[config.mk]
export PLATFORM = sky130hd
export DESIGN_NAME = gamepad_poll_and_key_decode
export DESIGN_NICKNAME = d
export VERILOG_FILES = /design/src/hw/rtl/gpkd_pkg.sv /design/src/hw/rtl/gpkd_seq.sv /design/src/hw/rtl/gpkd_key.sv /design/src/hw/rtl/gpkd_out.sv /design/src/hw/rtl/gamepad_poll_and_key_decode.sv
export SDC_FILE = /design/constraint.sdc
export NUM_CORES = 1
export LEC_CHECK = 0
export BUFFER_PORTS_ARGS = -buffer_cell sky130_fd_sc_hd__clkbuf_2
export CAP_MARGIN = 10
export CORE_ASPECT_RATIO = 1.5
export CORE_MARGIN = 10
export CORE_UTILIZATION = 50
export DETAILED_ROUTE_END_ITERATION = 8
export GPL_ROUTABILITY_DRIVEN = 0
export PLACE_DENSITY_LB_ADDON = 0.08
export SYNTH_ARGS = -nofsm -noshare
export SYNTH_HDL_FRONTEND = slang
export SYNTH_HIERARCHICAL = 1
export SYNTH_SLANG_ARGS = --single-unit
[constraint.sdc]
create_clock -name clock -period 5.7 [get_ports clock]
set_clock_uncertainty 0.2 [all_clocks]
set_input_delay 0.285 -clock clock [delete_from_list [all_inputs] [get_ports clock]]
set_output_delay 0.285 -clock clock [all_outputs]
set_load 0.02 [all_outputs]
[src/hw/rtl/gpkd_pkg.sv]
// ---------------------------------------------------------------------------
// gpkd_pkg
// shared types and constants for the gamepad poll and key decode block
// ---------------------------------------------------------------------------
package gpkd_pkg;

   // configuration register widths, indexes and reset values
   localparam int CFG_W           = 10;
   localparam int CSR_INDEX_W     = 2;
   localparam logic [CSR_INDEX_W-1:0] CSR_HALF_PERIOD = 2'd0;
   localparam logic [CSR_INDEX_W-1:0] CSR_BYTE_GAP    = 2'd1;
   localparam logic [CFG_W-1:0] HALF_PERIOD_RESET = 10'd10;
   localparam logic [CFG_W-1:0] BYTE_GAP_RESET    = 10'd16;

   // poll length and reply layout
   localparam int BYTES_PER_POLL_DEFAULT = 9;
   localparam int REPLY_BYTES            = 8;
   localparam int BUTTON_COUNT           = 16;
   localparam int KEY_W                  = 5;

   // command bytes shifted out at the head of a poll
   localparam logic [7:0] CMD_POLL_START = 8'h01;
   localparam logic [7:0] CMD_READ_DATA  = 8'h42;

   // pin levels after one tick
   typedef struct packed {
      logic select_n;
      logic clock_level;
      logic command_bit;
   } gpkd_pins_type;

   // end-of-poll event with the captured reply bytes 1..8
   typedef struct packed {
      logic                        done;
      logic [REPLY_BYTES-1:0][7:0] bytes;
   } gpkd_finish_type;

   // decoded and held poll results
   typedef struct packed {
      logic [KEY_W-1:0]        key_code;
      logic [7:0]              id_byte;
      logic [BUTTON_COUNT-1:0] buttons;
      logic [7:0]              right_x;
      logic [7:0]              right_y;
      logic [7:0]              left_x;
      logic [7:0]              left_y;
   } gpkd_held_type;

   // one result transaction
   typedef struct packed {
      gpkd_pins_type pins;
      logic          done_res;
      gpkd_held_type held;
   } gpkd_result_type;

endpackage

[src/hw/rtl/gpkd_seq.sv]
// ---------------------------------------------------------------------------
// gpkd_seq
// poll sequencer: half-period timer, bit and byte counters, reply capture
// ---------------------------------------------------------------------------
module gpkd_seq #(
   parameter int BYTES_PER_POLL = gpkd_pkg::BYTES_PER_POLL_DEFAULT
) (
   input  logic                          clock,
   input  logic                          reset,
   input  logic                          tick,
   input  logic                          cmd,
   input  logic                          data_in,
   input  logic [gpkd_pkg::CFG_W-1:0]    half_period,
   input  logic [gpkd_pkg::CFG_W-1:0]    byte_gap,
   output gpkd_pkg::gpkd_pins_type       pins,
   output gpkd_pkg::gpkd_finish_type     finish
);
   import gpkd_pkg::*;

   localparam int BYTE_IDX_W = $clog2(BYTES_PER_POLL + 1);
   localparam int CMP_W      = BYTE_IDX_W + 4;

   typedef enum logic [1:0] {
      PH_IDLE,
      PH_HIGH,
      PH_LOW,
      PH_GAP
   } phase_type;

   phase_type                    phase_ff, phase_in;
   logic                         busy_ff, busy_in;
   logic [CFG_W-1:0]             timer_ff, timer_in;
   logic [2:0]                   bit_ff, bit_in;
   logic [BYTE_IDX_W-1:0]        byte_ff, byte_in;
   logic [REPLY_BYTES-1:0][7:0]  capture_ff, capture_in;
   logic                         done_in;
   logic [CFG_W:0]               timer_inc;
   logic [CMP_W-1:0]             byte_wide;
   logic [BYTE_IDX_W-1:0]        byte_inc;
   logic [2:0]                   slot;
   logic [7:0]                   cmd_val;

   assign timer_inc = {1'b0, timer_ff} + (CFG_W+1)'(1);
   assign byte_wide = CMP_W'(byte_ff);
   assign byte_inc  = byte_ff + BYTE_IDX_W'(1);
   assign slot      = 3'(byte_ff - BYTE_IDX_W'(1));

   // next state for one tick
   always_comb begin
      phase_in   = phase_ff;
      busy_in    = busy_ff;
      timer_in   = timer_ff;
      bit_in     = bit_ff;
      byte_in    = byte_ff;
      capture_in = capture_ff;
      done_in    = 1'b0;
      if (!busy_ff) begin
         if (cmd) begin
            busy_in    = 1'b1;
            phase_in   = PH_HIGH;
            timer_in   = '0;
            bit_in     = '0;
            byte_in    = '0;
            capture_in = '0;
         end
      end else begin
         unique case (phase_ff)
            PH_HIGH: begin
               if (timer_inc >= {1'b0, half_period}) begin
                  phase_in = PH_LOW;
                  timer_in = '0;
               end else begin
                  timer_in = timer_inc[CFG_W-1:0];
               end
            end
            PH_LOW: begin
               if (timer_inc >= {1'b0, half_period}) begin
                  // rising clock edge: sample the reply bit
                  if (data_in && byte_wide >= CMP_W'(1) && byte_wide <= CMP_W'(REPLY_BYTES))
                     capture_in[slot][bit_ff] = 1'b1;
                  timer_in = '0;
                  if (bit_ff != 3'd7) begin
                     bit_in   = bit_ff + 3'd1;
                     phase_in = PH_HIGH;
                  end else if (byte_gap != '0) begin
                     phase_in = PH_GAP;
                  end else begin
                     bit_in  = '0;
                     byte_in = byte_inc;
                     if (byte_inc >= BYTE_IDX_W'(BYTES_PER_POLL)) begin
                        busy_in  = 1'b0;
                        phase_in = PH_IDLE;
                        done_in  = 1'b1;
                     end else begin
                        phase_in = PH_HIGH;
                     end
                  end
               end else begin
                  timer_in = timer_inc[CFG_W-1:0];
               end
            end
            PH_GAP: begin
               if (timer_inc >= {1'b0, byte_gap}) begin
                  timer_in = '0;
                  bit_in   = '0;
                  byte_in  = byte_inc;
                  if (byte_inc >= BYTE_IDX_W'(BYTES_PER_POLL)) begin
                     busy_in  = 1'b0;
                     phase_in = PH_IDLE;
                     done_in  = 1'b1;
                  end else begin
                     phase_in = PH_HIGH;
                  end
               end else begin
                  timer_in = timer_inc[CFG_W-1:0];
               end
            end
            default: begin
               phase_in = phase_ff;
            end
         endcase
      end
   end

   // command byte for the byte being shifted
   always_comb begin
      if (byte_in == BYTE_IDX_W'(0))
         cmd_val = CMD_POLL_START;
      else if (byte_in == BYTE_IDX_W'(1))
         cmd_val = CMD_READ_DATA;
      else
         cmd_val = 8'h00;
   end

   // pin levels as they stand after this tick
   always_comb begin
      pins.select_n    = ~busy_in;
      pins.clock_level = ~(busy_in && phase_in == PH_LOW);
      pins.command_bit = busy_in && (phase_in == PH_HIGH || phase_in == PH_LOW)
                         && cmd_val[bit_in];
      finish.done      = tick && done_in;
      finish.bytes     = capture_in;
   end

   // sequencer state
   always_ff @(posedge clock) begin
      if (reset) begin
         phase_ff   <= PH_IDLE;
         busy_ff    <= 1'b0;
         timer_ff   <= '0;
         bit_ff     <= '0;
         byte_ff    <= '0;
         capture_ff <= '0;
      end else if (tick) begin
         phase_ff   <= phase_in;
         busy_ff    <= busy_in;
         timer_ff   <= timer_in;
         bit_ff     <= bit_in;
         byte_ff    <= byte_in;
         capture_ff <= capture_in;
      end
   end

endmodule

[src/hw/rtl/gpkd_key.sv]
// ---------------------------------------------------------------------------
// gpkd_key
// held reply bytes and key code decode with the one-shot select latch
// ---------------------------------------------------------------------------
module gpkd_key (
   input  logic                      clock,
   input  logic                      reset,
   input  gpkd_pkg::gpkd_finish_type finish,
   output gpkd_pkg::gpkd_held_type   held
);
   import gpkd_pkg::*;

   gpkd_held_type           held_ff, held_in;
   logic                    latch_ff, latch_in;
   logic [BUTTON_COUNT-1:0] hk;
   logic [3:0]              found;
   logic                    none_pressed;

   assign hk = {finish.bytes[3], finish.bytes[2]};

   // lowest pressed button (bits read 0 when pressed)
   always_comb begin
      found        = '0;
      none_pressed = 1'b1;
      for (int i = BUTTON_COUNT - 1; i >= 0; i--) begin
         if (!hk[i]) begin
            found        = 4'(i);
            none_pressed = 1'b0;
         end
      end
   end

   // results and key code on poll completion
   always_comb begin
      held_in  = held_ff;
      latch_in = latch_ff;
      if (finish.done) begin
         held_in.id_byte = finish.bytes[0];
         held_in.buttons = hk;
         held_in.right_x = finish.bytes[4];
         held_in.right_y = finish.bytes[5];
         held_in.left_x  = finish.bytes[6];
         held_in.left_y  = finish.bytes[7];
         if (hk == '0) begin
            // every button down reads as no key
            held_in.key_code = '0;
         end else if (none_pressed) begin
            latch_in         = 1'b0;
            held_in.key_code = '0;
         end else if (found == 4'd0) begin
            // select reports once per press
            if (!latch_ff) begin
               latch_in         = 1'b1;
               held_in.key_code = KEY_W'(1);
            end else begin
               held_in.key_code = '0;
            end
         end else begin
            held_in.key_code = KEY_W'(found) + KEY_W'(1);
         end
      end
   end

   assign held = held_in;

   always_ff @(posedge clock) begin
      if (reset) begin
         held_ff  <= '0;
         latch_ff <= 1'b0;
      end else begin
         held_ff  <= held_in;
         latch_ff <= latch_in;
      end
   end

endmodule

[src/hw/rtl/gpkd_out.sv]
// ---------------------------------------------------------------------------
// gpkd_out
// result register with a skid stage so input and output stall independently
// ---------------------------------------------------------------------------
module gpkd_out (
   input  logic                      clock,
   input  logic                      reset,
   input  logic                      push,
   input  gpkd_pkg::gpkd_result_type push_data,
   output logic                      can_push,
   output logic                      out_valid,
   input  logic                      out_ready,
   output gpkd_pkg::gpkd_result_type out_data
);
   import gpkd_pkg::*;

   logic            main_valid_ff, skid_valid_ff;
   gpkd_result_type main_data_ff, skid_data_ff;
   logic            take;

   assign take      = main_valid_ff && out_ready;
   assign can_push  = ~skid_valid_ff;
   assign out_valid = main_valid_ff;
   assign out_data  = main_data_ff;

   // valid flags
   always_ff @(posedge clock) begin
      if (reset) begin
         main_valid_ff <= 1'b0;
         skid_valid_ff <= 1'b0;
      end else if (push) begin
         if (!main_valid_ff || take)
            main_valid_ff <= 1'b1;
         else
            skid_valid_ff <= 1'b1;
      end else if (take) begin
         main_valid_ff <= skid_valid_ff;
         skid_valid_ff <= 1'b0;
      end
   end

   // payload
   always_ff @(posedge clock) begin
      if (push) begin
         if (!main_valid_ff || take)
            main_data_ff <= push_data;
         else
            skid_data_ff <= push_data;
      end else if (take && skid_valid_ff) begin
         main_data_ff <= skid_data_ff;
      end
   end

endmodule

[src/hw/rtl/gamepad_poll_and_key_decode.sv]
// ---------------------------------------------------------------------------
// gamepad_poll_and_key_decode
// bit-banged gamepad poll stepped by timer ticks, with button key decode
// ---------------------------------------------------------------------------
//  channel | ports                          | handshake
//  --------+--------------------------------+---------------------------------
//  req     | req_cmd, req_data_in           | req_valid / req_ready
//  rsp     | pin levels, done, key, replies | rsp_valid / rsp_ready
//  csr     | csr_index, csr_wdata           | csr_write_en, no wait
//
//  one tick is taken per clock cycle while req_ready is high; its result is
//  registered. a result register plus a skid stage let a new tick in while
//  an earlier result waits, so req_ready drops only when both hold a result.
//  synchronous reset clears the sequencer, latch and held results.
// ---------------------------------------------------------------------------
module gamepad_poll_and_key_decode #(
   parameter int BYTES_PER_POLL = gpkd_pkg::BYTES_PER_POLL_DEFAULT
) (
   input  logic                                clock,
   input  logic                                reset,
   input  logic                                req_valid,
   output logic                                req_ready,
   input  logic                                req_cmd,
   input  logic                                req_data_in,
   output logic                                rsp_valid,
   input  logic                                rsp_ready,
   output logic                                rsp_select_n,
   output logic                                rsp_clock_level,
   output logic                                rsp_command_bit,
   output logic                                rsp_done_res,
   output logic [gpkd_pkg::KEY_W-1:0]          rsp_key_code,
   output logic [7:0]                          rsp_id_byte,
   output logic [gpkd_pkg::BUTTON_COUNT-1:0]   rsp_buttons,
   output logic [7:0]                          rsp_right_x,
   output logic [7:0]                          rsp_right_y,
   output logic [7:0]                          rsp_left_x,
   output logic [7:0]                          rsp_left_y,
   input  logic                                csr_write_en,
   input  logic [gpkd_pkg::CSR_INDEX_W-1:0]    csr_index,
   input  logic [gpkd_pkg::CFG_W-1:0]          csr_wdata
);
   import gpkd_pkg::*;

   logic            [CFG_W-1:0] half_period_ff;
   logic            [CFG_W-1:0] byte_gap_ff;
   logic                        accept;
   gpkd_pins_type               pins;
   gpkd_finish_type             finish;
   gpkd_held_type               held;
   gpkd_result_type             result;
   gpkd_result_type             rsp_data;

   assign accept = req_valid && req_ready;

   // configuration registers
   always_ff @(posedge clock) begin
      if (reset) begin
         half_period_ff <= HALF_PERIOD_RESET;
         byte_gap_ff    <= BYTE_GAP_RESET;
      end else if (csr_write_en) begin
         unique case (csr_index)
            CSR_HALF_PERIOD: half_period_ff <= csr_wdata;
            CSR_BYTE_GAP:    byte_gap_ff    <= csr_wdata;
            default:         ;
         endcase
      end
   end

   gpkd_seq #(
      .BYTES_PER_POLL (BYTES_PER_POLL)
   ) u_seq (
      .clock       (clock),
      .reset       (reset),
      .tick        (accept),
      .cmd         (req_cmd),
      .data_in     (req_data_in),
      .half_period (half_period_ff),
      .byte_gap    (byte_gap_ff),
      .pins        (pins),
      .finish      (finish)
   );

   gpkd_key u_key (
      .clock  (clock),
      .reset  (reset),
      .finish (finish),
      .held   (held)
   );

   // assemble the result transaction
   always_comb begin
      result.pins     = pins;
      result.done_res = finish.done;
      result.held     = held;
   end

   gpkd_out u_out (
      .clock     (clock),
      .reset     (reset),
      .push      (accept),
      .push_data (result),
      .can_push  (req_ready),
      .out_valid (rsp_valid),
      .out_ready (rsp_ready),
      .out_data  (rsp_data)
   );

   assign rsp_select_n    = rsp_data.pins.select_n;
   assign rsp_clock_level = rsp_data.pins.clock_level;
   assign rsp_command_bit = rsp_data.pins.command_bit;
   assign rsp_done_res    = rsp_data.done_res;
   assign rsp_key_code    = rsp_data.held.key_code;
   assign rsp_id_byte     = rsp_data.held.id_byte;
   assign rsp_buttons     = rsp_data.held.buttons;
   assign rsp_right_x     = rsp_data.held.right_x;
   assign rsp_right_y     = rsp_data.held.right_y;
   assign rsp_left_x      = rsp_data.held.left_x;
   assign rsp_left_y      = rsp_data.held.left_y;

endmodule
==> flow_summary.toml, run 1 <==
[outcome]
status = "complete, no violations"

[setup_path]
r2r_cells = 24
critPathLaunch = "u_seq/timer_ff[0]"
r2r_start = "u_seq/timer_ff[0]"
crit_required_ps = 5800
slowest_delay_ps = 430
crit_buf_inv = 1
worst-setup-path-type = "flip-flop to flip-flop"
path_cells = "ha_1 > and3_4 > nand2_1 > xnor2_1 > ha_1 > nand4_1 > and3_1 > o21ai_1 > a41o_2 > nand4_2 > nor2_4 > a22o_1 > nand3_1 > a21oi_1 > a221oi_1 > or2_2 > inv_1 > ha_1 > nand2_1 > nand3_1 > nor2_1 > mux2i_1 > nand2_1 > mux2_2"
endpoint_kind = "flip-flop"
critPathTopFamily = "simple AND/OR/NAND/NOR gates"
cpMaxStageDelayCell = "dfxtp_1"
r2r-end = "u_out/out_data[59]"
crit_fanout = 8
r2r_setup_slack_ps = 260
crit_path_start_kind = "flip-flop"
arrival_ps = 5540

[finish]
final_util_pct = 58.4
antenna_cells = 0
fin_nets = 1287
final_area_mm2 = 0.0152
area_growth_pct = 14.8
drive_above_1_share_pct = 26.0

[sta]
max_slew_margin_pct = 33.8
setup_viol = 0
timing.final.ws_setup_ps = 262
slew_violations = 0
hold_viol = 0
finalCriticalPeriod_ps = 5440
setup-tns-final_ps = 0
fin_crit_sh_pct = 95.4
rsz0062_at_grt = "no"
max_freq_ghz = 0.184
worst_slew_pin_slew_ps = 988

[route]
viasPerCell = 5.61
drtIter0Drc = 601
drtAntennaViolNets = 0
num_vias = 8922
drc = 0
post_drt_wl_per_cell_um = 18.7
finalWirelength_um = 29700
drt-pass1-iter-count = 7

[power]
power_frac_comb_pct = 8.6
pwr-share-seq_pct = 49.6
leakage_nw = 5.81
swShare_pct = 23.1
ir_worst_vdd_v = 0.000221
totalPowerFinal_mw = 4.61
internal_power_mw = 3.55
p_clk_share_pct = 41.8
cellPowerDensity_mw_per_mm2 = 304
switching_power_mw = 1.07

[die]
die_area_mm2 = 0.0334
core_area_mm2 = 0.0259
initial_utilization_pct = 50.9
core.rowCount = 72
io-pin-count = 86
die_h_um = 219
die_w_um = 153

[grt]
grt-ovfl-total = 0
grt_pass1_vias = 8911
track_usage_pct = 17.1
grt_max_degree = 66
grt_pass1_wl_um = 48100
antenna_found_initial = 0

[worst_hold_path]
worstHoldStart = "csr_index[0]"
min_delay_worst_endpoint = "half_period_ff[7]"
hold_path.class = "input pin to flip-flop"
min_path_cells = 3

[clocking]
clk_path_buf_depth = 3
cts_max_level = 1
clk_latency_ps = 550
numCtsBuffers = 28
cts_tree = "built"
root_buffer = "clkbuf_16"
clock-sinks = 290
clkTransAtPathRegs_ps = 60

[placement]
place_ws_ps = 250
placed_area_mm2 = 0.0140
hpwlAfterDp_um = 19600
io_buffers = 85

[synth]
ys_warn_count = 6
avgSynthCellArea_um2 = 11.6
syn_nets = 1195
syn_area_mm2 = 0.0132
netlist_instances = 1142

[job]
maxCapViolCount = 0
## tightest hold or removal path, delay by kind of cell
kind	cells	cell delay, ps
simple gates	1	250
mux	1	110
buf+inv	1	110
## worst max-delay path by stage
stage               cells after the start  slack [ps]            endpoint
floorplan                              24         640  u_out/out_data[56]
detailed placement                     24         250  u_out/out_data[59]
CTS                                    24         240  u_out/out_data[59]
global route                           24          10  u_out/out_data[59]
finish                                 24         260  u_out/out_data[59]
global placement                       22         410  u_out/out_data[56]
## flip-flops by register name, indices dropped and copies added (netlist names)
signal	count
u_out/skid_valid_ff	1
byte_gap_ff	10
u_seq/byte_ff	4
u_out/skid_data_ff	65
half_period_ff	10
u_seq/capture_ff	56
u_seq/bit_ff	3
u_seq/phase_ff	2
u_out/out_valid	1
u_seq/busy_ff	1
u_out/out_data	65
u_seq/timer_ff	10
u_key/held_ff	61
u_key/latch_ff	1
## metal layers
metal	vias to the layer above	routed length [um]	track usage, %
li1	4355	-	-
met1	4378	12600	20.4
met2	149	15600	31.1
met3	40	919	2.41
met4	0	610	5.42
met5	-	0	0
## per-stage QoR
| step | std cells | hold slack [ps] |
|---|---|---|
| 2_1_floorplan | 1142 | 154 |
| 3_3_place_gp | 1519 | 257 |
| 3_5_place_dp | 1519 | 257 |
| 4_1_cts | 1589 | 36.4 |
| 5_1_grt | 1589 | 86.9 |
| 6_report | 1589 | 50.9 |
## placed cells by master, fill, tap and decap left out, types with 4 or more instances in the layout
cell type	n
nor2_2	4
mux2i_1	24
o211ai_1	5
clkinv_2	5
clkbuf_8	5
a22o_1	58
xor2_1	5
clkbuf_16	31
edfxtp_1	130
nand3_1	14
a21o_1	8
and3_1	5
dlygate4sd3_1	18
o21a_1	23
nor3_2	7
clkbuf_1	6
nor4_1	6
a32oi_1	27
nor3_1	8
nand4_1	12
nor2_1	118
nand2_1	28
nand2b_1	34
o21ai_1	6
ha_1	34
a21oi_1	18
dfxtp_1	160
mux2_4	6
clkbuf_2	84
and2_1	4
mux2_2	116
inv_1	39
buf_4	32
a22oi_1	20
xnor2_1	7
o21ai_0	16
a31oi_1	4
nor2b_1	64
## final cells by class
cell class	instances	area (um2)
clock buffer	42	867
clock inverter	10	105
fill	2193	10800
inverter	41	154
multi-input combinational	739	5670
sequential	290	7110
tap	333	417
timing repair buffer	134	841
## what timing repair did
item,4_1_cts,5_1_grt
hold buffers,18,0
resized for setup,0,2
setup buffers,0,0
hold endpoints to repair,22,0
setup endpoints to repair,0,2
## power by group through the flow
stage	clock (mW)	sequential (mW)	combinational (mW)
after floorplan	0	2.40	0.213
final	1.93	2.29	0.395
after global routing	2.05	2.30	0.433
after detailed placement	0	2.34	0.391
after CTS	1.98	2.29	0.402
after global placement	0	2.33	0.389
Note: power is estimated with default switching activity, not from simulation.
==> run 2, diff against run 1 <==
- ABC_AREA: unset -> 1
- CTS_CLUSTER_DIAMETER: unset -> 80
==> flow_summary.toml, run 2 <==
[die]
die_area_mm2 = 0.0343
core.rowCount = 73
die_h_um = 222
initial_utilization_pct = 50.9
die_w_um = 155
core_area_mm2 = 0.0267
io-pin-count = 86

[worst_hold_path]
worstHoldStart = "req_cmd"
min_delay_worst_endpoint = "u_seq/byte_ff[0]"
hold_path.class = "input pin to flip-flop"
min_path_cells = 6

[finish]
drive_above_1_share_pct = 11.0
area_growth_pct = 12.8
final_area_mm2 = 0.0153
fin_nets = 1822
layout_common_cells = "584 x nand2_1, 199 x inv_1, 160 x dfxtp_1, 158 x a21oi_1, 130 x edfxtp_1"
final_cells = 2130
final_common_cell = "nand2_1"

[sta]
setup-tns-final_ps = 0
rsz0062_at_grt = "no"
max_slew_margin_pct = 49.5
setup_viol = 0
slew_violations = 0
hold_viol = 0
fin_crit_sh_pct = 83.6
finalCriticalPeriod_ps = 4760
max_freq_ghz = 0.210
worst_slew_pin_slew_ps = 758

[grt]
antenna_found_initial = 1
grt_pass1_wl_um = 51300
grt-ovfl-total = 0
grt_max_degree = 73
grt_pass1_vias = 10200
track_usage_pct = 17.7

[setup_path]
endpoint_kind = "flip-flop"
crit_top_cell = "nand2_1"
r2r-end = "u_out/out_data[58]"
r2r_start = "u_seq/timer_ff[0]"
cpMaxStageDelayCell = "dfxtp_1"
r2r_cells = 39
crit_path_start_kind = "flip-flop"
slowest_delay_ps = 420
crit_fanout = 8
arrival_ps = 4880
crit_required_ps = 5810
worst-setup-path-type = "flip-flop to flip-flop"
r2r_setup_slack_ps = 940

[placement]
io_buffers = 85
dp_cells = 2058
placed_area_mm2 = 0.0142
hpwlAfterDp_um = 21300

[clocking]
post_cts_buffers = 0
numCtsBuffers = 29
clk_latency_ps = 560
cts-resized-gates = 0
clkTransAtPathRegs_ps = 60
cts_max_level = 1
cts.hold.buffers_added = 17
cts_tree = "built"
clock-sinks = 290
root_buffer = "clkbuf_16"
clk_path_buf_depth = 3

[route]
num_vias = 10600
drtIter0Drc = 579
drtAntennaViolNets = 0
viasPerCell = 5.00
drt-pass1-iter-count = 6
post_drt_wl_per_cell_um = 14.5
finalWirelength_um = 30800
drc = 0

[synth]
syn_nets = 1746
netlist_instances = 1693
avgSynthCellArea_um2 = 8.02
ys_warn_count = 6
syn_area_mm2 = 0.0136

[power]
cellPowerDensity_mw_per_mm2 = 292
ir_worst_vdd_v = 0.000256
leakage_nw = 7.18

[job]
maxCapViolCount = 0

[outcome]
status = "complete, no violations"
==> run 2: worst max path at each step <==
stage               cells after the start               from                  to  slack [ps]
finish                                 39  u_seq/timer_ff[0]  u_out/out_data[58]         940
global route                           38  u_seq/timer_ff[0]  u_out/out_data[58]         310
CTS                                    39  u_seq/timer_ff[0]  u_out/out_data[58]         890
detailed placement                     39  u_seq/timer_ff[0]  u_out/out_data[58]         910
global placement                       39  u_seq/timer_ff[0]  u_out/out_data[58]        1000
floorplan                              40  u_seq/timer_ff[0]  u_out/out_data[58]        1260
==> run 2: report_power, final <==
part	internal, mW	switching, mW	leakage, nW	total, mW
logic	0.113	0.272	4.09	0.385
registers	2.24	0.0282	2.66	2.27
clock network	1.02	0.794	0.432	1.81
==> run 2: layer usage <==
metal	wire length, um	vias up	global-route usage (%)
met1	13000	4826	20.3
met5	0	-	0
met4	1020	0	7.68
li1	-	5603	-
met3	1150	52	2.85
met2	15700	167	31.3
==> run 2: stage by stage <==
stage / utilization [%] / hold WS, ps / setup slack (ps) / power, mW
CTS: 57.4 / 45.1 / 891 / 4.52
detailed placement: 53.4 / 252 / 910 / 2.69
finish: 57.4 / 64.1 / 936 / 4.47
global placement: 53.4 / 244 / 1000 / 2.69
floorplan: - / 154 / 1260 / 2.59
global route: 57.4 / 114 / 311 / 4.65
==> run 2: final cells by class <==
class                           count  area, um2
Clock buffer                       42        796
Sequential cell                   290       7110
Antenna cell                        1       2.50
Timing Repair Buffer              121        741
Multi-Input combinational cell   1107       5320
Clock inverter                     12        104
Inverter                          220        827
Fill cell                        2512      11400
Tap cell                          337        422
==> run 2: worst max-delay path: cells and delay by family (launching register included) <==
family,cells,cell delay [ps]
XOR/XNOR,2,420
AO/OA/AOI/OAI,3,540
adder cells (fa/ha/maj),2,490
AND/OR/NAND/NOR,25,1910
buffers and inverters,7,550
flip-flops,1,420
==> run 3, diff against run 2 <==
- clock period: 5.7 -> 4.15 ns (I/O delays scaled with it)
==> flow_summary.toml, run 3 (synthesis gave the netlist of run 2 again) <==
[outcome]
status = "complete, but fails checks"
violations = "setup timing"

[clocking]
numCtsBuffers = 27
clk_latency_ps = 550
clk_path_buf_depth = 3
cts_tree = "built"
root_buffer = "clkbuf_16"
clock-sinks = 290
clkTransAtPathRegs_ps = 70
cts_max_level = 1

[finish]
layout_common_cells = "569 x nand2_1, 195 x inv_1, 157 x a21oi_1, 157 x dfxtp_1, 130 x edfxtp_1"
final_area_mm2 = 0.0162
drive_above_1_share_pct = 16.8
fin_nets = 1890
area_growth_pct = 19.5
antenna_cells = 0
final_util_pct = 60.9
final_common_cell = "nand2_1"
nFillCells = 2388

[setup_path]
crit_path_start_kind = "flip-flop"
r2r_cells = 40
cpMaxStageDelayCell = "dfxtp_4"
crit_fanout = 8
crit_required_ps = 4260
crit_top_cell = "nand2_1"
slowest_delay_ps = 370
worst-setup-path-type = "flip-flop to flip-flop"
arrival_ps = 4370
endpoint_kind = "flip-flop"

[sta]
timing.final.ws_setup_ps = -113
rsz0062_at_grt = "yes"
whs_ps = 7.91
setup_viol = 2
finalCriticalPeriod_ps = 4260
max_freq_ghz = 0.235
slew_violations = 0
max_slew_margin_pct = 30.8
worst_slew_pin_slew_ps = 1040
fin_crit_sh_pct = 103
hold_viol = 0

[die]
die_w_um = 155
die_h_um = 222
die_area_mm2 = 0.0343
initial_utilization_pct = 50.9
core_area_mm2 = 0.0267
io-pin-count = 86
core.rowCount = 73

[power]
ir_worst_vdd_v = 0.000348
internal_power_mw = 4.73
p_clk_share_pct = 40.7
leakage_nw = 7.67
swShare_pct = 24.1
switching_power_mw = 1.50
power_frac_comb_pct = 9.3
pwr-share-seq_pct = 50.0
totalPowerFinal_mw = 6.23
cellPowerDensity_mw_per_mm2 = 384

[grt]
grt_pass1_wl_um = 52900
antenna_found_initial = 0
grt_max_degree = 90
track_usage_pct = 18.3
grt-ovfl-total = 0
grt_pass1_vias = 10800

[placement]
place_ws_ps = -236
placed_area_mm2 = 0.0147
io_buffers = 85
hpwlAfterDp_um = 22000

[route]
drtIter0Drc = 644
post_drt_wl_per_cell_um = 14.9
viasPerCell = 5.11
finalWirelength_um = 32800
num_vias = 11200
drc = 0
drt-pass1-iter-count = 6
drtAntennaViolNets = 0

[job]
maxCapViolCount = 0

[worst_hold_path]
hold_path.class = "input pin to flip-flop"
min_path_cells = 4
-- run 3: cell types whose count changed in the layout (fill, tap and decap cells not counted), sizes merged --
cell | before | now
clkbuf | 126 | 123
dlygate4sd3 | 17 | 23
clkinvlp | 3 | 2
diode | 1 | 0
buf | 20 | 83
bufinv | 1 | 3
clkinv | 10 | 9
-- run 3: area by class of cell --
type	instances	area, um2	area share [%]
Sequential cell	290	7120	43.9
Multi-Input combinational cell	1107	5610	34.6
Timing Repair Buffer	191	1340	8.26
Inverter	220	837	5.16
Clock buffer	38	759	4.68
Tap cell	337	422	2.60
Clock inverter	12	145	0.894
-- run 3: path summary, 6_finish.rpt --
check	start	to	slack (ps)
worst min register to register	half_period_ff[3]	half_period_ff[3]	260
worst min-delay path	csr_index[0]	byte_gap_ff[5]	8
worst max-delay path	u_seq/timer_ff[0]	u_out/out_data[58]	-110
worst max register to register	u_seq/timer_ff[0]	u_out/out_data[58]	-110
-- run 3: critical path: cells and delay by family (launching register included) --
family | cells | cell delay [ps]
buf+inv | 7 | 430
xor+xnor | 2 | 310
flops | 1 | 370
compound gates | 3 | 400
fa+ha+maj | 3 | 570
simple gates | 25 | 1750
-- run 3: power groups by stage --
stage | logic (mW) | clock network (mW) | registers, mW
after floorplan | 0.331 | 0 | 3.22
after global placement | 0.536 | 0 | 3.17
after detailed placement | 0.545 | 0 | 3.18
after CTS | 0.565 | 2.59 | 3.11
after global routing | 0.646 | 2.71 | 3.12
final | 0.578 | 2.54 | 3.11
-- run 3: timing repair --
item	4_1_cts	5_1_grt
pin swaps	13	34
hold endpoints to repair	25	0
cloned	0	1
setup buffers	9	9
hold buffers	23	0
resized for setup	21	56
endpoints found under the setup margin	10	17
-- run 3: stage by stage --
stage / TNS [ps] / cells
after detailed placement: -781 / 2104
final: -117 / 2195
after floorplan: 0 / 1693
after global routing: -2600 / 2195
after global placement: -457 / 2104
after CTS: 0 / 2186
-- run 3: per-layer routing --
layer  up-vias  GRT usage [%]  share of wire (%)
li1       5747              -                  -
met1      5171           20.5                 41
met2       223           33.7                 51
met3        77           2.66                3.9
met4         0           6.73                3.7
met5         -              0                  0
